**config.mk**
```make
export PLATFORM = sky130hd
export DESIGN_NAME = tni_recomb
export DESIGN_NICKNAME = d
export VERILOG_FILES = /design/src/rtl/tni_pkg.sv /design/src/rtl/tni_recomb.sv
export SDC_FILE = /design/constraint.sdc
export NUM_CORES = 1
export LEC_CHECK = 0
export ABC_AREA = 1
export BUFFER_PORTS_ARGS = -buffer_cell sky130_fd_sc_hd__buf_4
export CAP_MARGIN = 40
export CORE_MARGIN = 5
export CORE_UTILIZATION = 55
export CTS_BUF_LIST = sky130_fd_sc_hd__clkbuf_4
export DETAILED_ROUTE_END_ITERATION = 12
export PLACE_DENSITY_LB_ADDON = 0.25
export SYNTH_ARGS = -nofsm -noshare
export SYNTH_HDL_FRONTEND = slang
export SYNTH_SLANG_ARGS = --single-unit
```
**constraint.sdc**
```tcl
create_clock -name clk -period 5.6 [get_ports clk]
set_clock_uncertainty 0.2 [all_clocks]
set_input_delay 0 -clock clk [delete_from_list [all_inputs] [get_ports clk]]
set_output_delay 0 -clock clk [all_outputs]
set_load 0.01 [all_outputs]
```
**src/rtl/tni_pkg.sv**
```systemverilog
// ----------------------------------------------------------------------------
// tni_pkg
// Shared constants and types for the torus neighbor index block.
// ----------------------------------------------------------------------------
package tni_pkg;

  // Fixed field widths.
  localparam int SITE_W = 30;
  localparam int CFG_W  = 11;
  localparam int DIR_W  = 3;

  // Stream data widths, padded to whole bytes; tuser carries the bare direction.
  localparam int IN_TDATA_W  = 32;
  localparam int OUT_TDATA_W = 32;
  localparam int OUT_TUSER_W = DIR_W;

  // Restoring division: quotient bits resolved per pipeline stage.
  localparam int DIV_STEPS  = 5;
  localparam int DIV_STAGES = SITE_W / DIV_STEPS;

  // Parameter defaults.
  localparam int DIMS_DEF      = 3;
  localparam int SIDE_BITS_DEF = 10;

  // Side length after reset.
  localparam logic [CFG_W-1:0] CFG_SIDE_RST = 11'd16;

  typedef logic [SITE_W-1:0] site_t;

endpackage

```
**src/rtl/tni_recomb.sv**
```systemverilog
// ----------------------------------------------------------------------------
// tni_recomb
// Rebuilds the wrapped flat site index from its coordinates, one Horner step
// per stage.
// ----------------------------------------------------------------------------
module tni_recomb #(
  parameter int DIMS      = tni_pkg::DIMS_DEF,
  parameter int SIDE_BITS = tni_pkg::SIDE_BITS_DEF
) (
  input  logic                           clk,
  input  logic                           rst_n,
  input  logic                           en,
  input  logic [SIDE_BITS:0]             side,
  input  logic                           in_valid,
  input  logic [DIMS-1:0][SIDE_BITS-1:0] in_pos,
  output logic                           out_valid,
  output tni_pkg::site_t                 out_site,
  output logic [DIMS-1:0][SIDE_BITS-1:0] out_pos
);

  localparam int SB1 = SIDE_BITS + 1;
  localparam int PW  = tni_pkg::SITE_W + SB1;

  if (DIMS == 1) begin : g_single
    // A single coordinate is already the flat index.
    assign out_valid = in_valid;
    assign out_site  = tni_pkg::SITE_W'(in_pos[0]);
    assign out_pos   = in_pos;
  end else begin : g_horner
    localparam int NH = DIMS - 1;

    logic                           v_r   [NH];
    tni_pkg::site_t                 acc_r [NH];
    logic [DIMS-1:0][SIDE_BITS-1:0] pos_r [NH];

    for (genvar h = 0; h < NH; h++) begin : g_stage
      logic                           v_prev;
      tni_pkg::site_t                 acc_prev;
      logic [DIMS-1:0][SIDE_BITS-1:0] pos_prev;
      logic [PW-1:0]                  prod;
      tni_pkg::site_t                 acc_nxt;

      if (h == 0) begin : g_first
        assign v_prev   = in_valid;
        assign acc_prev = tni_pkg::SITE_W'(in_pos[0]);
        assign pos_prev = in_pos;
      end else begin : g_rest
        assign v_prev   = v_r[h-1];
        assign acc_prev = acc_r[h-1];
        assign pos_prev = pos_r[h-1];
      end

      // One multiply by the side and one add of the next coordinate, kept modulo 2^30.
      always_comb begin
        prod    = PW'(acc_prev) * PW'(side);
        acc_nxt = prod[tni_pkg::SITE_W-1:0] + tni_pkg::SITE_W'(pos_prev[h+1]);
      end

      always_ff @(posedge clk) begin
        if (!rst_n) begin
          v_r[h] <= 1'b0;
        end else if (en) begin
          v_r[h] <= v_prev;
        end
      end

      always_ff @(posedge clk) begin
        if (en) begin
          acc_r[h] <= acc_nxt;
          pos_r[h] <= pos_prev;
        end
      end
    end

    assign out_valid = v_r[NH-1];
    assign out_site  = acc_r[NH-1];
    assign out_pos   = pos_r[NH-1];
  end

endmodule

```
## Yosys cells after proc, flatten, opt, wreduce, memory -nomap -nowiden

Memory sizes are Yosys's and may differ from the RTL's.
Index checks and enable logic that the tools add are counted.
W data, S select, Z words.

| word-level totals | value |
|---|---|
| bits in registers | 0 |
| bits in writable memories | 122 |
| output and inout bits | 61 |
| memories | 3 |

Memories:

| memory | words | width | read ports | clocked after Yosys merged registers in | write ports | line | text |
|---|---|---|---|---|---|---|---|
| g_horner.acc_r | 2 | 30 | 2 | 0 | 2 | tni_recomb.sv:33 | `tni_pkg::site_t acc_r [NH];` |
| g_horner.pos_r | 2 | 30 | 2 | 0 | 2 | tni_recomb.sv:34 | `logic [DIMS-1:0][SIDE_BITS-1:0] pos_r [NH];` |
| g_horner.v_r | 2 | 1 | 2 | 0 | 2 | tni_recomb.sv:32 | `logic v_r [NH];` |

| cells by class | value |
|---|---|
| $add $sub $neg | 2 |
| multipliers | 2 |
| mux-type cells | 7 |
| bitwise gates (word level) | 2 |

Operator list:

| cell | count |
|---|---|
| $add A30 B10 Y30 | 1 |
| $mul A30 B11 Y30 | 1 |
| $add A21 B10 Y22 | 1 |
| $mul A10 B11 Y21 | 1 |
| $mux W1 | 7 |
| $or A1 B1 Y1 | 2 |

## Longest topological paths before layout

| depth | value |
|---|---|
| word-level depth | 4 |
| gate-level depth with buffers | 24 |

## Least setup slack after synthesis

No wires, ideal clock.

| timing path | value |
|---|---|
| kind | reg-to-reg |
| start | mem g_horner.acc_r[0][6] (netlist bit) |
| end | mem g_horner.acc_r[0][59] (netlist bit) (data pin) |
| arrival time | 4,349 ps |
| data required time | 5,147 ps |
| setup slack | 797 ps |
| cell stages (with the launch flop) | 20 |
| buffers on the path | 1 |
| clock period less this slack | 4,803 ps |
| cell sequence | edfxtp_1 -> clkbuf_1 -> nand2_1 -> fa_1 -> inv_1 -> fa_1 -> fa_1 -> fa_1 -> inv_1 -> fa_1 -> inv_1 -> ha_1 -> nand2_2 -> inv_2 -> a21oi_4 -> nand3_2 -> nand2_1 -> nand3_1 -> nand2_1 -> nand2_1 |

RTL lines:

| item | line |
|---|---|
| start: declaration | tni_recomb.sv:33 |

==> reports/metrics.csv <==
metric;value;unit
WP data required;5.74;ns
FFs w/ async S/R, synth;0;%
Yosys warning total;0;
antenna viol nets, final;0;
Critical Path Start Type;register;
hold depth;2;
relative slew slack;47.88;%
first-pass GRT wire length;65830;µm
CTS Buf Count;17;
dpl ws;0.4206;ns
fin nets;2481;
post-synth top area cell;fa_1;
Post-synth EDFFs;113;
DR WL met2;19230;µm
Post-DP Area;17340;µm²
Top Ports;106;
Worst setup EP type;register;
final setup violation count;0;
gr usage total;24.43;%
fraction of layout cells with a size suffix above 1;8.785;%
most frequent cells in the layout;inv_1, nand2_1, fa_1;
gpl congestion;0.9644;
initial antenna violation count;2;
net count after synthesis;2388;
post-synth top area share;32.57;%
M1 WL;15530;µm
WP data arrival;5.39;ns
final hold vios;0;
standard-cell rows;63;
post-DR vias/cell;5.086;
Worst Reg-to-Reg Cells;19;
die area;33510;µm²
fmax;0.1903;GHz
CTS tree;yes;
Slew Viols, Final;0;
vias in the first global route;13677;
H-tree Lvls;4;
post-synth cell types;35;
port buffer count;105;
uppermost layer routed;met4;
Initial Util;55.58;%
clock buffer depth;2;
CTS sink cnt;114;
clk slew on worst S/H paths;0.13;ns
critical path fanouts, max;11;
kind of critical path;reg2reg;
Detailed Place HPWL;30010;µm
Worst Hold Class;in2reg;
main flop type after synthesis;edfxtp_1;
Root Driver;clkbuf_4;
First-pass DRT Iterations;9;
mapped cell area;16470;µm²
GRT overflow;0;
syn_area_per_cell;8.478;µm²
final wirelength;38000;µm
DR WL/cell;15.57;µm
Initial DRC Count;858;
Final Util;61.18;%
status;completed;
Post-Syn Instances;1943;
Period minus WS final;5.256;ns
final instance area;18130;µm²
Worst Max-Slew Pin Slew;0.7817;ns
Die X;183.1;µm
setup_tns;0;ns
core area;29640;µm²
pin count of the biggest net entering global routing;64;
max-cap viol count;0;
Skew-Pair Late Insertion Delay;0.56;ns
area delta synth->final;10.07;%
register area share after synthesis;20.72;%
die height;183.1;µm
commonest non-fill, non-tap cell in the layout;inv_1;
vias;12416;
Post-route DRC;0;
RSZ-0062 raised after global routing;no;
Synth area leaders;fa_1, edfxtp_1, inv_1;
#FFs+latches synth;114;
routed wl met3;2305;µm
setup slack after layout;0.3444;ns
fin crit share;93.85;%
-- flip-flops by register name, indices dropped and copies added (netlist names) --
name            cells
g_horner.pos_r     60
g_horner.acc_r     52
g_horner.v_r        2
-- Yosys cell counts, types with 3 or more instances --
cell        n
ha_1      132
o21ai_1     3
fa_1      268
nor3_1      4
clkbuf_1   62
edfxtp_1  113
buf_4      32
a21o_1      3
nand4_1    21
nand2_1   536
xor2_1     24
nor2_2      3
nand3_1    39
a21oi_1    46
inv_1     542
nor2_1     41
o21ai_0    16
nand3b_1    5
o21bai_1    4
nand2_2    13
nor3_2      4
inv_2       4
xnor2_1     8
nor2_4      6
-- worst paths after layout --
| check | startpoint | end | slack [ns] |
|---|---|---|---|
| hold reg to reg | g_horner.pos_r[0][11] | g_horner.pos_r[0][41] | 0.23 |
| hold / removal | in_pos[0] | g_horner.pos_r[0][0] | 0.09 |
| setup reg to reg | g_horner.acc_r[0][9] | g_horner.acc_r[0][53] | 0.34 |
| setup / recovery | g_horner.acc_r[0][9] | g_horner.acc_r[0][53] | 0.34 |
-- layout make-up --
class,instances,area (µm²)
Clock buffer,17,127.6
Sequential cell,114,3413
Multi-Input combinational cell,1187,10530
Inverter,547,2053
Tap cell,390,488.0
Timing Repair Buffer,169,1406
Antenna cell,2,5.005
Fill cell,2648,11510
Clock inverter,15,108.9
-- critical path: stages, from the launching register on --
cell and delay, ns:
edfxtp_1 0.67, nand2_1 0.15, fa_1 0.55, inv_1 0.05, fa_1 0.56, fa_1 0.45, fa_1 0.49, inv_1 0.05
fa_1 0.47, inv_1 0.04, ha_1 0.34, nand2_2 0.15, inv_1 0.05, nand2_1 0.06, nand3_1 0.17, o21bai_1 0.27
nand2_1 0.11, nand3_1 0.08, nand2_1 0.07, nand2_1 0.05
-- routing by layer --
metal	vias to the layer above	global-route usage [%]
met4	0	7.151
li1	5832	-
met5	-	0
met2	399	43.74
met3	76	3.709
met1	6109	30.84
-- cells by family after synthesis --
logic type / share of synthesized area [%]
AND/OR/NAND/NOR: 16.94
buffers and inverters: 15.36
adder cells (fa/ha/maj): 42.59
flip-flops: 20.72
AO/OA/AOI/OAI: 2.689
XOR/XNOR: 1.701
-- what timing repair did --
| action | in CTS | in global routing |
|---|---|---|
| setup buffers | 0 | 0 |
| endpoints found under the hold margin | 89 | 0 |
| gates resized for setup | 0 | 0 |
| hold buffers | 55 | 0 |
-- metrics by stage --
stage	instances	hold slack, ns
CTS	2439	0.02587
global route	2441	0.05080
finish	2441	0.09316
floorplan	1943	-0.1011
detailed placement	2352	-0.02024
global placement	2352	-0.02110
Power is left out: the tool's default activity adds up to more than one toggle a clock period on the data nets, which glitch-free logic cannot reach.
