**config.mk**
```make
export PLATFORM = sky130hd
export DESIGN_NAME = tni_divider
export DESIGN_NICKNAME = d
export VERILOG_FILES = /design/src/rtl/tni_pkg.sv /design/src/rtl/tni_divider.sv
export SDC_FILE = /design/constraint.sdc
export NUM_CORES = 2
export LEC_CHECK = 0
export BUFFER_PORTS_ARGS = -buffer_cell sky130_fd_sc_hd__buf_2
export CAP_MARGIN = 15
export CORE_MARGIN = 2
export CORE_UTILIZATION = 30
export CTS_CLUSTER_DIAMETER = 30
export DETAILED_ROUTE_END_ITERATION = 7
export PLACE_DENSITY = 0.47
export SLEW_MARGIN = 15
export SYNTH_ARGS = -nofsm -noshare
export SYNTH_HDL_FRONTEND = slang
export SYNTH_SLANG_ARGS = --single-unit
```
**constraint.sdc**
```tcl
create_clock -name clk -period 32.3 [get_ports clk]
set_input_delay 3.23 -clock clk [delete_from_list [all_inputs] [get_ports clk]]
set_output_delay 3.23 -clock clk [all_outputs]
set_load 0.1 [all_outputs]
```
**src/rtl/tni_pkg.sv**
```systemverilog
// ----------------------------------------------------------------------------
// tni_pkg
// Shared constants and types for the torus neighbor index block.
// ----------------------------------------------------------------------------
package tni_pkg;

  // Fixed field widths.
  localparam int SITE_W = 30;
  localparam int CFG_W  = 11;
  localparam int DIR_W  = 3;

  // Stream data widths, padded to whole bytes; tuser carries the bare direction.
  localparam int IN_TDATA_W  = 32;
  localparam int OUT_TDATA_W = 32;
  localparam int OUT_TUSER_W = DIR_W;

  // Restoring division: quotient bits resolved per pipeline stage.
  localparam int DIV_STEPS  = 5;
  localparam int DIV_STAGES = SITE_W / DIV_STEPS;

  // Parameter defaults.
  localparam int DIMS_DEF      = 3;
  localparam int SIDE_BITS_DEF = 10;

  // Side length after reset.
  localparam logic [CFG_W-1:0] CFG_SIDE_RST = 11'd16;

  typedef logic [SITE_W-1:0] site_t;

endpackage

```
**src/rtl/tni_divider.sv**
```systemverilog
// ----------------------------------------------------------------------------
// tni_divider
// Pipelined mixed-radix split of a flat site index into lattice coordinates.
// ----------------------------------------------------------------------------
module tni_divider #(
  parameter int DIMS      = tni_pkg::DIMS_DEF,
  parameter int SIDE_BITS = tni_pkg::SIDE_BITS_DEF
) (
  input  logic                              clk,
  input  logic                              rst_n,
  input  logic                              en,
  input  logic [SIDE_BITS:0]                side,
  input  logic                              in_valid,
  input  tni_pkg::site_t                    in_site,
  output logic                              out_valid,
  output logic [DIMS-1:0][SIDE_BITS-1:0]    out_pos
);

  localparam int SB1  = SIDE_BITS + 1;
  localparam int NSTG = DIMS * tni_pkg::DIV_STAGES;

  typedef struct packed {
    logic [SIDE_BITS-1:0]      rem;
    logic [tni_pkg::SITE_W-1:0] quo;
  } div_st_t;

  // DIV_STEPS restoring division steps: shift in one dividend bit, subtract if it fits.
  function automatic div_st_t div_steps(div_st_t cur, logic [SB1-1:0] s);
    div_st_t        r;
    logic [SB1-1:0] t;
    r = cur;
    for (int k = 0; k < tni_pkg::DIV_STEPS; k++) begin
      t     = {r.rem, r.quo[tni_pkg::SITE_W-1]};
      r.quo = {r.quo[tni_pkg::SITE_W-2:0], 1'b0};
      if (t >= s) begin
        t        = t - s;
        r.quo[0] = 1'b1;
      end
      r.rem = t[SIDE_BITS-1:0];
    end
    return r;
  endfunction

  logic                           v_r   [NSTG];
  div_st_t                        st_r  [NSTG];
  logic [DIMS-1:0][SIDE_BITS-1:0] pos_r [NSTG];

  for (genvar j = 0; j < NSTG; j++) begin : g_stage
    logic                           v_in;
    div_st_t                        st_in;
    logic [DIMS-1:0][SIDE_BITS-1:0] pos_in;

    // Stage input: a new site, the start of the next division, or the running one.
    if (j == 0) begin : g_first
      always_comb begin
        v_in       = in_valid;
        st_in.rem  = '0;
        st_in.quo  = in_site;
        pos_in     = '0;
      end
    end else if ((j % tni_pkg::DIV_STAGES) == 0) begin : g_next_div
      always_comb begin
        v_in       = v_r[j-1];
        st_in.rem  = '0;
        st_in.quo  = st_r[j-1].quo;
        pos_in     = pos_r[j-1];
        pos_in[DIMS - (j / tni_pkg::DIV_STAGES)] = st_r[j-1].rem;
      end
    end else begin : g_cont
      always_comb begin
        v_in   = v_r[j-1];
        st_in  = st_r[j-1];
        pos_in = pos_r[j-1];
      end
    end

    // Valid bit of the stage.
    always_ff @(posedge clk) begin
      if (!rst_n) begin
        v_r[j] <= 1'b0;
      end else if (en) begin
        v_r[j] <= v_in;
      end
    end

    // Stage payload.
    always_ff @(posedge clk) begin
      if (en) begin
        st_r[j]  <= div_steps(st_in, side);
        pos_r[j] <= pos_in;
      end
    end
  end

  // The last remainder is the top coordinate.
  always_comb begin
    out_valid  = v_r[NSTG-1];
    out_pos    = pos_r[NSTG-1];
    out_pos[0] = st_r[NSTG-1].rem;
  end

endmodule

```
## Yosys cells after proc, flatten, opt, wreduce, memory -nomap -nowiden

Memories as Yosys holds them, arrays and structs flattened.
Cells that the tools add are included.

| word-level totals | value |
|---|---|
| RAM bits | 1278 |
| memories | 3 |
| register bits | 0 |
| word-level logic and storage cells | 584 |

Memory list:

| memory | depth | width | read ports | clocked after Yosys merged registers in | wr ports | RTL line | RTL |
|---|---|---|---|---|---|---|---|
| st_r | 18 | 40 | 18 | 0 | 18 | tni_divider.sv:45 | `div_st_t st_r [NSTG];` |
| pos_r | 18 | 30 | 18 | 0 | 18 | tni_divider.sv:46 | `logic [DIMS-1:0][SIDE_BITS-1:0] pos_r [NSTG];` |
| v_r | 18 | 1 | 18 | 0 | 18 | tni_divider.sv:44 | `logic v_r [NSTG];` |

| operators by class | value |
|---|---|
| add/subtract/negate cells | 90 |
| $lt $le $gt $ge | 90 |
| bitwise logic cells | 18 |
| multiplexer cells | 383 |

Operator list:

| operator | count |
|---|---|
| 10-bit two-way mux | 180 |
| 11-bit >= comparator | 87 |
| 10-bit subtractor | 87 |
| 1-bit two-way mux | 203 |
| 1-bit by 11-bit >= comparator with 1-bit output | 3 |
| 1-bit by 10-bit subtractor with 10-bit output | 3 |
| 1-bit bitwise OR | 18 |

## Logic depth before layout (Yosys ltp)

An unclocked memory read counts as a cell.

| logic depth | value |
|---|---|
| word-level depth | 16 |
| mapped depth | 53 |
| depth with buffers taken out | 48 |

## Worst setup path after synthesis

Ideal clock, no wire load.

| timing | value |
|---|---|
| path type | input to register |
| from | input port side[1] |
| to | memory st_r[10][33] (netlist name), data pin |
| buffers on the path | 6 |
| cell stages on the path | 46 |
| slack | 15.655 ns |
| setup time | 0.260 ns |
| data arrival time | 16.385 ns |
| required time | 32.040 ns |
| path through | inv_1 > ha_1 > a211oi_1 > o21bai_1 > a41oi_1 > or2_2 > clkbuf_1 > buf_2 > mux2i_1 > ha_1 > nor2b_1 > o31a_1 > o211ai_1 > and2_1 > clkbuf_1 > inv_1 > buf_1 > o21a_1 > [... 10 more ...] > ha_1 > o21a_1 > o31a_1 > o31ai_1 > a21oi_1 > o21ai_0 > buf_2 > nor2_1 > a21oi_1 > inv_1 > ha_1 > nor2b_1 > o211ai_1 > a31oi_1 > a21oi_1 > a21oi_1 > clkbuf_1 > mux2_2 |

RTL lines:

| element | RTL line | RTL |
|---|---|---|
| start: declaration | tni_divider.sv:12 | `input logic [SIDE_BITS:0] side,` |
| end: declaration | tni_divider.sv:45 |  |

==> qor.csv <==
metric;value;unit
status;complete, no violations;
syn_nets;8664;
synth_seq_area_share;0.327;
die_x;503;µm
tns;0;ps
worst_hold_slack;379;ps
fillCellCount;24883;
final_common_cell;ha_1;
cp_slowest_stage_delay;620;ps
ys_async_sr_fraction;0;
cts_sinks;813;
min_period;15580;ps
post_cts_buffers;0;
nets;8956;
cts-root-buf;clkbuf_16;
core_area;248000;µm²
port_buffers;75;
top_level_ports;76;
synth_ff_type;edfxtp_1;
wl_per_cell;18.2;µm
maxCapViolations;0;
grt_max_degree;166;
track_usage;0.161;
rsz0062_at_grt;false;
synth.distinct_cells;102;
dp.cells;10979;
drive_gt1_frac;0.127;
drc;0;
crit_required;32900;ps
cts-resized-gates;0;
endpoint_kind;flip-flop;
cp_common_cell;ha_1;
grt_pass1_vias;58720;
antenna_found_initial;5;
skew;61.5;ps
num_vias;58918;
first_pass_iters;5;
maxSlewViolCount;0;
fmax;64.2;MHz
die_h;503;µm
layout_common_cells;963 x ha_1, 812 x edfxtp_1, 588 x a21oi_1;
grt.overflow.total;0;
crit_type;primary input to flip-flop;
grt_pass1_wl;326;mm
wl;207;mm
die_area;253000;µm²
dr.first_iter.drc_count;3402;
htree_num_levels;4;
worst-path-max-fanout;25;
tightest_slew;1070;ps
fin_cells;11372;
post-dp-hpwl;152;mm
syn_inst;7569;
hold_class;flip-flop to flip-flop;
finalSetupViolCount;0;
viasPerCell;5.18;
syn_to_final_growth;16.4;%
num_rows;183;
synth_edf_count;812;
numCtsBuffers;209;
avgSynthCellArea;9.86;µm²
clkTransAtPathRegs;50;ps
hold_violations;0;
worst_setup_path_start_kind;primary input;
tritoncts;done;
crit_path_top_delay_cell;o21ai_1;
syn_area;74700;µm²
period_share;0.482;
ys_seq_elements;813;
ys_warn_count;0;
ant_nets;0;
gp_congestion;0.870;
cts_hold_buffers;0;
clock_path_buffers;3;
cp.arrival;16180;ps
start_util;0.301;
slew_headroom;0.286;
worstSkewPairLatency;870;ps
layer usage:
metal / vias up / share of wire / global-route usage
li1: 29379 / - / -
met1: 28172 / 0.48 / 0.219
met2: 1055 / 0.46 / 0.264
met3: 308 / 0.035 / 0.0218
met4: 4 / 0.024 / 0.0473
met5: - / 0.00014 / 0
area by class of cell:
type | count | area [µm²] | area share
Antenna cell | 1 | 2.50 | 0.0000288
Clock buffer | 232 | 5340 | 0.0614
Clock inverter | 159 | 1890 | 0.0217
Inverter | 474 | 1810 | 0.0208
Multi-Input combinational cell | 6187 | 48100 | 0.553
Sequential cell | 813 | 24400 | 0.281
Tap cell | 3330 | 4170 | 0.0479
Timing Repair Buffer | 176 | 1210 | 0.0139
cell usage after synthesis (all sizes together) (26+ instances only):
cell     instances  share of area
nor2           479          0.024
nand3           87         0.0058
o21a           176          0.018
o221ai          26         0.0034
mux2           364          0.055
fa              87          0.023
o31a            47         0.0055
and3            63         0.0053
a21oi          590          0.040
clkbuf          74         0.0037
ha             963           0.16
o21bai          77         0.0077
o211ai          71         0.0072
a211oi          84         0.0086
nor3           140         0.0095
o21ai          436          0.029
xor2           163          0.019
a31oi           64         0.0054
o31ai           54         0.0056
nand4          146          0.012
inv            470          0.024
o2111ai         38         0.0045
nand2          403          0.020
a21boi          30         0.0030
or2             65         0.0054
and2            44         0.0037
mux2i          121          0.016
nor2b          190          0.016
a21o           265          0.027
a211o           35         0.0041
xnor2          418          0.049
or3             43         0.0036
edfxtp         812           0.33
nand2b         112         0.0094
final timing paths:
| kind | slack [ps] | startpoint | end | depth (start not counted) |
|---|---|---|---|---|
| max | 16720 | side[1] | st_r[5][39] | 46 |
| min | 380 | st_r[12][12] | st_r[13][17] | 0 |
| max reg2reg | 20200 | st_r[4][34] | st_r[5][39] | 41 |
| min reg2reg | 380 | st_r[12][12] | st_r[13][17] | 0 |
state kept, by name, summed over array words and instances (netlist names):
signal and flops:
st_r 615, pos_r 180, v_r 18
logic make-up (layout without fill, tap and decap cells):
logic type	after synthesis	after routing	synth area share
buffers and inverters	569	1041	0.0290
xor gates and xnor gates	581	581	0.0682
muxes	485	485	0.0711
DFF	813	813	0.327
AOI/OAI and AO/OA	2218	2218	0.196
other	0	1	0
adders and majority gates	1050	1050	0.185
and+or+nand+nor	1853	1853	0.124
critical path: cells and delay by family:
| kind | cells | cell delay (ps) |
|---|---|---|
| buffers and inverters | 11 | 3260 |
| and+or+nand+nor | 11 | 2110 |
| muxes | 2 | 800 |
| AOI/OAI and AO/OA | 17 | 5120 |
| adders and majority gates | 5 | 1520 |
through the flow:
step | cell area [µm²] | worst slack [ps] | util
2_1_floorplan | 74700 | 15650 | -
3_3_place_gp | 79700 | 16080 | 0.321
3_5_place_dp | 79700 | 15920 | 0.321
4_1_cts | 86900 | 16800 | 0.350
5_1_grt | 86900 | 15570 | 0.351
6_report | 86900 | 16720 | 0.351
Power is not shown: default switching activity piles up to over one toggle a cycle in this logic, so the estimate is an artifact.
