[src/rtl/tni_pkg.sv]
// ----------------------------------------------------------------------------
// tni_pkg
// Shared constants and types for the torus neighbor index block.
// ----------------------------------------------------------------------------
package tni_pkg;

  // Fixed field widths.
  localparam int SITE_W = 30;
  localparam int CFG_W  = 11;
  localparam int DIR_W  = 3;

  // Stream data widths, padded to whole bytes; tuser carries the bare direction.
  localparam int IN_TDATA_W  = 32;
  localparam int OUT_TDATA_W = 32;
  localparam int OUT_TUSER_W = DIR_W;

  // Restoring division: quotient bits resolved per pipeline stage.
  localparam int DIV_STEPS  = 5;
  localparam int DIV_STAGES = SITE_W / DIV_STEPS;

  // Parameter defaults.
  localparam int DIMS_DEF      = 3;
  localparam int SIDE_BITS_DEF = 10;

  // Side length after reset.
  localparam logic [CFG_W-1:0] CFG_SIDE_RST = 11'd16;

  typedef logic [SITE_W-1:0] site_t;

endpackage

[src/rtl/tni_emit.sv]
// ----------------------------------------------------------------------------
// tni_emit
// Holds one site and sends its 2*DIMS neighbor beats through an output
// register.
// ----------------------------------------------------------------------------
module tni_emit #(
  parameter int DIMS      = tni_pkg::DIMS_DEF,
  parameter int SIDE_BITS = tni_pkg::SIDE_BITS_DEF
) (
  input  logic                           clk,
  input  logic                           rst_n,
  input  logic [SIDE_BITS:0]             side,
  input  logic                           in_valid,
  input  tni_pkg::site_t                 in_site,
  input  logic [DIMS-1:0][SIDE_BITS-1:0] in_pos,
  output logic                           in_take,
  output logic                           out_tvalid,
  input  logic                           out_tready,
  output tni_pkg::site_t                 out_site,
  output logic [tni_pkg::DIR_W-1:0]      out_dir,
  output logic                           out_last
);

  localparam int SB1 = SIDE_BITS + 1;
  localparam int CW  = $clog2(2 * DIMS);
  localparam int DW  = (DIMS > 1) ? $clog2(DIMS) : 1;
  localparam logic [CW-1:0] LAST_BEAT = CW'(2 * DIMS - 1);

  // Powers of the side; power 0 is the constant one. Each power is registered
  // from the one below it and settles well before a site gets through the divider.
  tni_pkg::site_t pw_w   [DIMS+1];
  tni_pkg::site_t pw_r   [1:DIMS];
  tni_pkg::site_t step_w [DIMS];
  tni_pkg::site_t span_r [DIMS];

  assign pw_w[0] = tni_pkg::SITE_W'(1);

  for (genvar e = 1; e <= DIMS; e++) begin : g_pow
    logic [tni_pkg::SITE_W+SB1-1:0] prod;
    assign prod    = (tni_pkg::SITE_W+SB1)'(pw_w[e-1]) * (tni_pkg::SITE_W+SB1)'(side);
    assign pw_w[e] = pw_r[e];
    always_ff @(posedge clk) begin
      pw_r[e] <= prod[tni_pkg::SITE_W-1:0];
    end
  end

  // Per dimension: the unit step and the wrap span (side-1 steps).
  for (genvar d = 0; d < DIMS; d++) begin : g_span
    assign step_w[d] = pw_w[DIMS-1-d];
    always_ff @(posedge clk) begin
      span_r[d] <= pw_w[DIMS-d] - pw_w[DIMS-1-d];
    end
  end

  // Held site and beat counter.
  logic                           it_v_r;
  tni_pkg::site_t                 it_site_r;
  logic [DIMS-1:0][SIDE_BITS-1:0] it_pos_r;
  logic [CW-1:0]                  cnt_r;

  logic                           out_v_r;
  tni_pkg::site_t                 out_site_r;
  logic [tni_pkg::DIR_W-1:0]      out_dir_r;
  logic                           out_last_r;

  logic                           load_out;
  logic                           last_beat;
  logic [DW-1:0]                  d_sel;
  logic [SIDE_BITS-1:0]           pos_d;
  logic                           at_low;
  logic                           at_high;
  tni_pkg::site_t                 nb_nxt;

  assign load_out  = it_v_r && (!out_v_r || out_tready);
  assign last_beat = (cnt_r == LAST_BEAT);
  assign in_take   = !it_v_r || (load_out && last_beat);

  // Neighbor of the current beat: one step or one wrap span away.
  always_comb begin
    d_sel   = DW'(cnt_r >> 1);
    pos_d   = it_pos_r[d_sel];
    at_low  = (pos_d == '0);
    at_high = (SB1'(pos_d) == side - SB1'(1));
    if (cnt_r[0]) begin
      nb_nxt = at_high ? it_site_r - span_r[d_sel] : it_site_r + step_w[d_sel];
    end else begin
      nb_nxt = at_low ? it_site_r + span_r[d_sel] : it_site_r - step_w[d_sel];
    end
  end

  // Control state.
  always_ff @(posedge clk) begin
    if (!rst_n) begin
      it_v_r  <= 1'b0;
      cnt_r   <= '0;
      out_v_r <= 1'b0;
    end else begin
      if (in_take) begin
        it_v_r <= in_valid;
      end
      if (load_out) begin
        cnt_r <= last_beat ? '0 : cnt_r + CW'(1);
      end
      if (load_out) begin
        out_v_r <= 1'b1;
      end else if (out_tready) begin
        out_v_r <= 1'b0;
      end
    end
  end

  // Payload registers.
  always_ff @(posedge clk) begin
    if (in_take && in_valid) begin
      it_site_r <= in_site;
      it_pos_r  <= in_pos;
    end
    if (load_out) begin
      out_site_r <= nb_nxt;
      out_dir_r  <= tni_pkg::DIR_W'(cnt_r);
      out_last_r <= last_beat;
    end
  end

  assign out_tvalid = out_v_r;
  assign out_site   = out_site_r;
  assign out_dir    = out_dir_r;
  assign out_last   = out_last_r;

endmodule

[config.mk]
export PLATFORM = sky130hd
export DESIGN_NAME = tni_emit
export DESIGN_NICKNAME = d
export VERILOG_FILES = /design/src/rtl/tni_pkg.sv /design/src/rtl/tni_emit.sv
export SDC_FILE = /design/constraint.sdc
export NUM_CORES = 1
export LEC_CHECK = 0
export BUFFER_PORTS_ARGS = -buffer_cell sky130_fd_sc_hd__buf_4
export CAP_MARGIN = 20
export CORE_UTILIZATION = 52
export DETAILED_ROUTE_END_ITERATION = 7
export PLACE_DENSITY_LB_ADDON = 0.25
export REMOVE_ABC_BUFFERS = 1
export SKIP_CTS_REPAIR_TIMING = 1
export SYNTH_ARGS = -nofsm -noshare
export SYNTH_HDL_FRONTEND = slang
export SYNTH_SLANG_ARGS = --single-unit
[constraint.sdc]
create_clock -name clk -period 11.14 [get_ports clk]
set_clock_uncertainty 0.1 [all_clocks]
set_input_delay 2.785 -clock clk [delete_from_list [all_inputs] [get_ports clk]]
set_output_delay 2.785 -clock clk [all_outputs]
set_load 0.05 [all_outputs]
# Word-level counts from Yosys, hierarchy flattened
# Memories as Yosys holds them, arrays and structs flattened. A register that Yosys moved wholly into a read port is not among the register bits.
# Index checks and enable logic that the tools add are counted.
# totals
ram_bits	180
memories	2
romBits	0
latchBits	0
register_bits	99
wordCells	50
output_inout_bits	36
# memory_table
memory	words	word_bits	read_ports	rd_clocked_by_memory_dff	write_ports	line	text
pw_r	3	30	3	0	3	tni_emit.sv:32	tni_pkg::site_t pw_r [1:DIMS];
span_r	3	30	1	1	3	tni_emit.sv:34	tni_pkg::site_t span_r [DIMS];
# op_classes
bitwise	1
n_addsub	9
order_cmp	2
n_reduce_logical	9
shift	0
n_mux	13
div	0
eq_ne	2
mul	2
# ops
cell	count
$mux 30	5
$sub 30x30->30	4
$add 30x30->30	2
$bmux 30 s2	1
$mul 30x11->30	2
$sub 30x1->30 const B	1
$bmux 10 s2	1
$eq 10x11->1	1
$sub 11x1->11 const B	1
$logic_not 10->1	1
$mux 10	1
$mux 2	2
$add 3x1->3 const B	1
$eq 3x3->1 const B	1
$ge 3x3->1 const B	1
$logic_and 1x1->1	3
$lt 2x3->1 const B	1
$mux 3	1
$not 2->3	1
$logic_not 1->1	2
$logic_or 1x1->1	2
$mux 1	2
$reduce_bool 2->1	1

# Longest topological paths before layout
# Gate-level depths: netlist of the first run.
# depth
word_depth	7
depth_mapped	33
depth_no_buf	27

# Worst setup path after synthesis of the first run
# No wires, ideal clock.
# synth_timing
kind	input to register
from	input side[0]
to	register out_site_r[28], in the netlist out_site[28], data pin
n_path_buf	3
cell_stages	27
path_slack_ns	2.160
t_arrival_ns	8.622
required_time_ns	10.782
setup_ns	0.258
path_cell_list	clkbuf_1 inv_2 buf_1 ha_1 or4b_1 nor4_4 xnor2_1 a221oi_1 a41oi_1 nor4_4 clkbuf_1 a21oi_1 o21ai_0 ha_1 inv_1 fa_1 a21o_1 a21oi_1 o211a_1 o21ai_0 o41ai_1 o21ai_0 a32oi_1 nand3_1 a31o_2 a21oi_1 xnor2_1
# synth_via
elab_chain_cells	4
# synth_rtl
item	line	text
from (decl)	tni_emit.sv:12	input logic [SIDE_BITS:0] side,
$sub 11x1->11	tni_emit.sv:83	at_high = (SB1'(pos_d) == side - SB1'(1));
$eq 10x11->1	tni_emit.sv:83	
$mux 30	tni_emit.sv:85	nb_nxt = at_high ? it_site_r - span_r[d_sel] : it_site_r + step_w[d_sel];
$mux 30	tni_emit.sv:84	if (cnt_r[0]) begin
via nb_nxt[28]	tni_emit.sv:72	tni_pkg::site_t nb_nxt;
to (signal assigned)	tni_emit.sv:119	out_site_r <= nb_nxt;
to (decl)	tni_emit.sv:62	tni_pkg::site_t out_site_r;
# The timed path passes the listed nets, and every way through them passes these cells.
# A chain may end at the register's enable or synchronous reset.

# Final worst setup path of the first run
# layout_timing
from	input side[0]
to	register out_site_r[29], in the netlist out_site[29], data pin
# The elaborated chain is that of the path after synthesis.

==> flow_summary.yaml, run 1 <==
critical_path:
  worstPathMaxFanout: 31
  cp.arrival_ps: 9500
  crit_path_start_kind: "input port"
  crit_chain: "buf_4 -> inv_2 -> ha_1 -> or4b_1 -> nor4_4 -> nand3_1 -> a221oi_1 -> a41oi_1 -> nor4_4 -> buf_4 -> mux2_2 -> nand2_1 -> o21ai_0 -> ha_1 -> o21a_1 -> o21a_1 -> o41ai_1 -> o211ai_1 -> nor2_1 -> o41ai_1 -> a41oi_1 -> a211o_1 -> o21ai_0 -> xnor2_1"
  reg2reg_from: "cnt_r[1]$_SDFFE_PN0P_"
  startpoint: "side[0]"
  path_class: "in -> reg"
  required_ps: 11380
  slowest_stage: "nor4_4"
  worstSetupEndpointType: "register"
  slowest_delay_ps: 680
placed_design:
  dp_hpwl_um: 47300
  portBuffers: 110
  dp_slack_ps: 1380
  gp_congestion: 0.899
  dpl_cell_area_sq_um: 26100
die:
  num_rows: 79
  dieArea_sq_um: 48700
  io_pins: 111
  core_area_sq_um: 46900
  die_h_um: 221
  fp.dieW_um: 221
  start_util_pct: 53.0
clock_network:
  path_clk_slew_ps: 60
  cts_tree: "built"
  cts.sinks: 247
  root_buffer: "clkbuf_16"
  ctsLongestPathBuffers: 3
  cts_buffers: 29
  cts_max_level: 1
  worstSkewPairLatency_ps: 600
timing:
  slew_violations: 0
  setup_violations: 0
  fin_tns_setup_ps: 0
  tightestPinTransition_ps: 1100
  rsz0062_at_grt: "false"
  period_share_pct: 83.1
  hold_viol_final: 0
  fmax_ghz: 0.108
  timing.final.ws_setup_ps: 1880
  relSlewSlack_pct: 26.5
  period_needed_ps: 9260
global_routing:
  grt-ovfl-total: 0
  antenna_found_initial: 0
  grt_max_degree: 66
  grt_pass1_vias: 19900
  grt_pass1_wl_um: 101000
  grt_util_all_layers_pct: 26.2
run:
  cap_viol_max_count: 0
route:
  vias: 19200
  drt-total-wl_um: 62300
  viasPerCell: 5.62
  ant_nets: 0
  drt_iter0_markers: 1292
  routedWlPerCell_um: 18.3
  dr.pass1.iters: 7
  drc: 14
min_path:
  hold_start: "pw_r[0][119]$_DFF_P_"
  hold_class: "reg -> reg"
logic_synthesis:
  ys_types: 93
  synth-edff-count: 94
  synthesis.area_sq_um: 24800
  yosys_register_bits: 247
  avgSynthCellArea_sq_um: 9.06
  synthFlopType: "dfxtp_1"
  yosys_warnings: 0
  yosysSeqAreaShare_pct: 23.7
  syn_inst: 2742
  synthArstFlopShare_pct: 0
layout:
  antenna_cells: 0
  final_common_cell: "inv_1"
  final_util_pct: 57.9
  layout_common_cells: "inv_1 (383), nand2_1 (309), fa_1 (273), nor2_1 (205), ha_1 (187)"
  final_area_sq_um: 27100
  drive_gt1_share_pct: 9.27
  area_delta_synth_final_pct: 9.18
  nets: 3316
status:
  status: "complete, but fails checks"
  violations: "design-rule violations"
==> state kept, by name, summed over array words and instances (netlist names), named ones only <==
name	flops
span_r	81
out_dir	3
pw_r	65
out_site	30
cnt_r	3
it_pos_r	30
it_v_r	1
out_last	1
out_tvalid	1
it_site_r	30
==> Yosys cell counts (all sizes together) (17+ instances only) <==
cell | number | share of area, %
a211oi | 17 | 0.55
a21boi | 17 | 0.56
a21o | 27 | 0.82
a21oi | 125 | 2.5
and2 | 128 | 3.2
and3 | 18 | 0.45
buf | 31 | 0.76
clkbuf | 92 | 1.4
dfxtp | 153 | 12
edfxtp | 94 | 11
fa | 273 | 22
ha | 187 | 9.4
inv | 385 | 5.8
mux2 | 23 | 1.0
mux2i | 59 | 2.4
nand2 | 309 | 4.7
nand3 | 51 | 1.1
nor2 | 205 | 3.1
nor2b | 20 | 0.50
nor3 | 51 | 1.1
nor4 | 17 | 0.66
o21ai | 94 | 1.9
or3 | 17 | 0.45
xnor2 | 127 | 4.5
xor2 | 42 | 1.5
==> kinds of logic (layout without fill, tap and decap cells) <==
group           count (synthesis)  after routing  share of synthesized area, %
buf+inv                       508            570                          7.97
compound gates                401            401                          10.5
mux                            82             82                          3.47
fa+ha+maj                     460            460                          31.4
xor+xnor                      169            169                          5.96
simple gates                  875            875                          17.0
flops                         247            247                          23.7
==> worst max-delay path: cells and delay by family <==
kind                     cells  cell delay (ps)
AO/OA/AOI/OAI               11             2640
adder cells (fa/ha/maj)      2              620
buffers and inverters        3             1140
AND/OR/NAND/NOR              6             1790
XOR/XNOR                     1              100
multiplexers                 1              390
==> area by class of cell <==
cell class	instances	area [sq um]
flip-flops and latches	247	5890
clock inverters	16	205
repair buffers	131	983
inverters	385	1450
clock buffers	38	863
multi-input cells	1987	17000
fillers	4094	19700
well taps	607	759
==> metrics by stage <==
stage	hold WS, ps	std cells
finish	338	3411
global route	341	3411
CTS	335	3411
detailed placement	331	3357
global placement	329	3357
floorplan	312	2619
==> layer usage <==
layer,share of wire (%),track usage (%)
met1,43,33.3
met2,48,45.5
met3,6.5,3.92
met4,3.3,8.86
met5,0,0
==> final timing paths <==
kind | endpoint | slack (ps) | depth (start not counted)
max reg2reg | out_site[29]$_DFFE_PP_ | 3470 | 27
max | out_site[29]$_DFFE_PP_ | 1880 | 24
min reg2reg | span_r[0][29]$_DFF_P_ | 340 | 1
min | span_r[0][29]$_DFF_P_ | 340 | 1
Power of run 1 is left out: the tool's default activity adds up to more than one toggle a clock period on the data nets, which glitch-free logic cannot reach.
==> run 2, diff against run 1 <==
- clock period: 11.14 -> 8.62 ns (I/O delays scaled with it)
==> run 2 against run 1 <==
Against the previous run:
- the run still ends with design-rule violations left
- core utilization is 0.28 points higher
- hold slack worse by 10 ps
- clock-buffer cell count rose by 3
- critical path type unchanged
- highest routed layer unchanged
==> flow_summary.yaml, run 2 (synthesized netlist as in run 1, its figures left out) <==
status:
  status: "complete, but fails checks"
  violations: "design-rule violations"
layout:
  layout_common_cells: "inv_1 (383), nand2_1 (309), fa_1 (273), nor2_1 (205), ha_1 (187)"
  area_delta_synth_final_pct: 9.72
  largest_reg_flops: 81
  final_common_cell: "inv_1"
  regMostFlops: "span_r"
  final_cells: 3427
  drive_gt1_share_pct: 9.75
  nets: 3332
  final_area_sq_um: 27300
  antenna_cells: 0
  reg_top3: "span_r x81, pw_r x65"
critical_path:
  required_ps: 8840
  path_class: "in -> reg"
  crit_path_start_kind: "input port"
  worstPathMaxFanout: 41
  worstSetupEndpointType: "register"
  cp.arrival_ps: 8200
timing:
  setup_violations: 0
  hold_viol_final: 0
  rsz0062_at_grt: "false"
  slew_violations: 0
  relSlewSlack_pct: 27.4
  period_needed_ps: 7980
  fin_tns_setup_ps: 0
  period_share_pct: 92.5
  tightestPinTransition_ps: 1080
  fmax_ghz: 0.125
clock_network:
  cts_buffers: 29
  cts.sinks: 247
  path_clk_slew_ps: 60
  worstSkewPairLatency_ps: 570
  cts_max_level: 1
  root_buffer: "clkbuf_16"
  ctsLongestPathBuffers: 3
  cts_tree: "built"
die:
  dieArea_sq_um: 48700
  die_h_um: 221
  core_area_sq_um: 46900
  io_pins: 111
  num_rows: 79
  start_util_pct: 53.0
  fp.dieW_um: 221
route:
  dr.pass1.iters: 7
  drc: 14
  routedWlPerCell_um: 18.4
  drt_iter0_markers: 1391
  drt-total-wl_um: 63000
  ant_nets: 0
  vias: 19300
  viasPerCell: 5.64
min_path:
  hold_class: "reg -> reg"
global_routing:
  grt_max_degree: 61
  grt-ovfl-total: 0
  grt_util_all_layers_pct: 26.6
  grt_pass1_vias: 20500
  grt_pass1_wl_um: 102000
  antenna_found_initial: 0
run:
  cap_viol_max_count: 0
placed_design:
  portBuffers: 110
  dp_cells: 3373
  dpl_cell_area_sq_um: 26200
  gp_congestion: 0.913
  dp_hpwl_um: 49400
[run 2: changes by cell type in the layout (fill, tap and decap cells not counted), sizes merged]
cell	change
clkinv	-1
inv	+1
clkbuf	+3
buf	+16
clkinvlp	-3
[run 2: final timing paths]
kind                               from                      to  slack (ps)  cells past startpoint
hold reg to reg    pw_r[0][119]$_DFF_P_   span_r[0][29]$_DFF_P_         330                      1
hold / removal     pw_r[0][119]$_DFF_P_   span_r[0][29]$_DFF_P_         330                      1
setup / recovery                side[2]  out_site[28]$_DFFE_PP_         640                     24
setup reg to reg  cnt_r[2]$_SDFFE_PN0P_  out_site[29]$_DFFE_PP_        1170                     26
[run 2: cell type report]
cell class	instances	area, sq um
Multi-Input combinational cell	1987	17000
Sequential cell	247	5890
Fill cell	4105	19600
Tap cell	607	759
Inverter	385	1450
Timing Repair Buffer	147	1120
Clock inverter	13	183
Clock buffer	41	886
[run 2: worst max-delay path, stage by stage]
cell	delay [ps]
buf_4	250
or4b_1	690
nor4_4	280
xnor2_1	110
a221oi_1	360
a41oi_1	120
nor4_4	390
a21oi_1	280
o21ai_0	270
ha_1	200
inv_1	60
fa_1	430
a21o_1	190
a21oi_1	300
o211a_1	210
o21ai_0	130
o41ai_1	370
buf_4	200
o21ai_0	160
a32oi_1	380
nand3_1	160
a31o_2	250
a21oi_1	160
xnor2_1	70
[run 2: through the flow]
stage | utilization (%) | worst slack, ps | hold slack, ps
after global routing | 58.2 | 287 | 347
after floorplan | - | 53.4 | 312
after global placement | 55.9 | 506 | 330
after detailed placement | 55.9 | 225 | 328
final | 58.2 | 645 | 328
after CTS | 58.2 | 806 | 331
[run 2: routing by layer]
metal / vias to the layer above / share of wire (%) / GRT usage, %
li1: 9062 / - / -
met3: 131 / 7.0 / 3.53
met1: 9442 / 42 / 33.9
met2: 678 / 48 / 46.1
met4: 0 / 3.3 / 9.68
met5: - / 0 / 0
Power of run 2 is left out for the same reason.
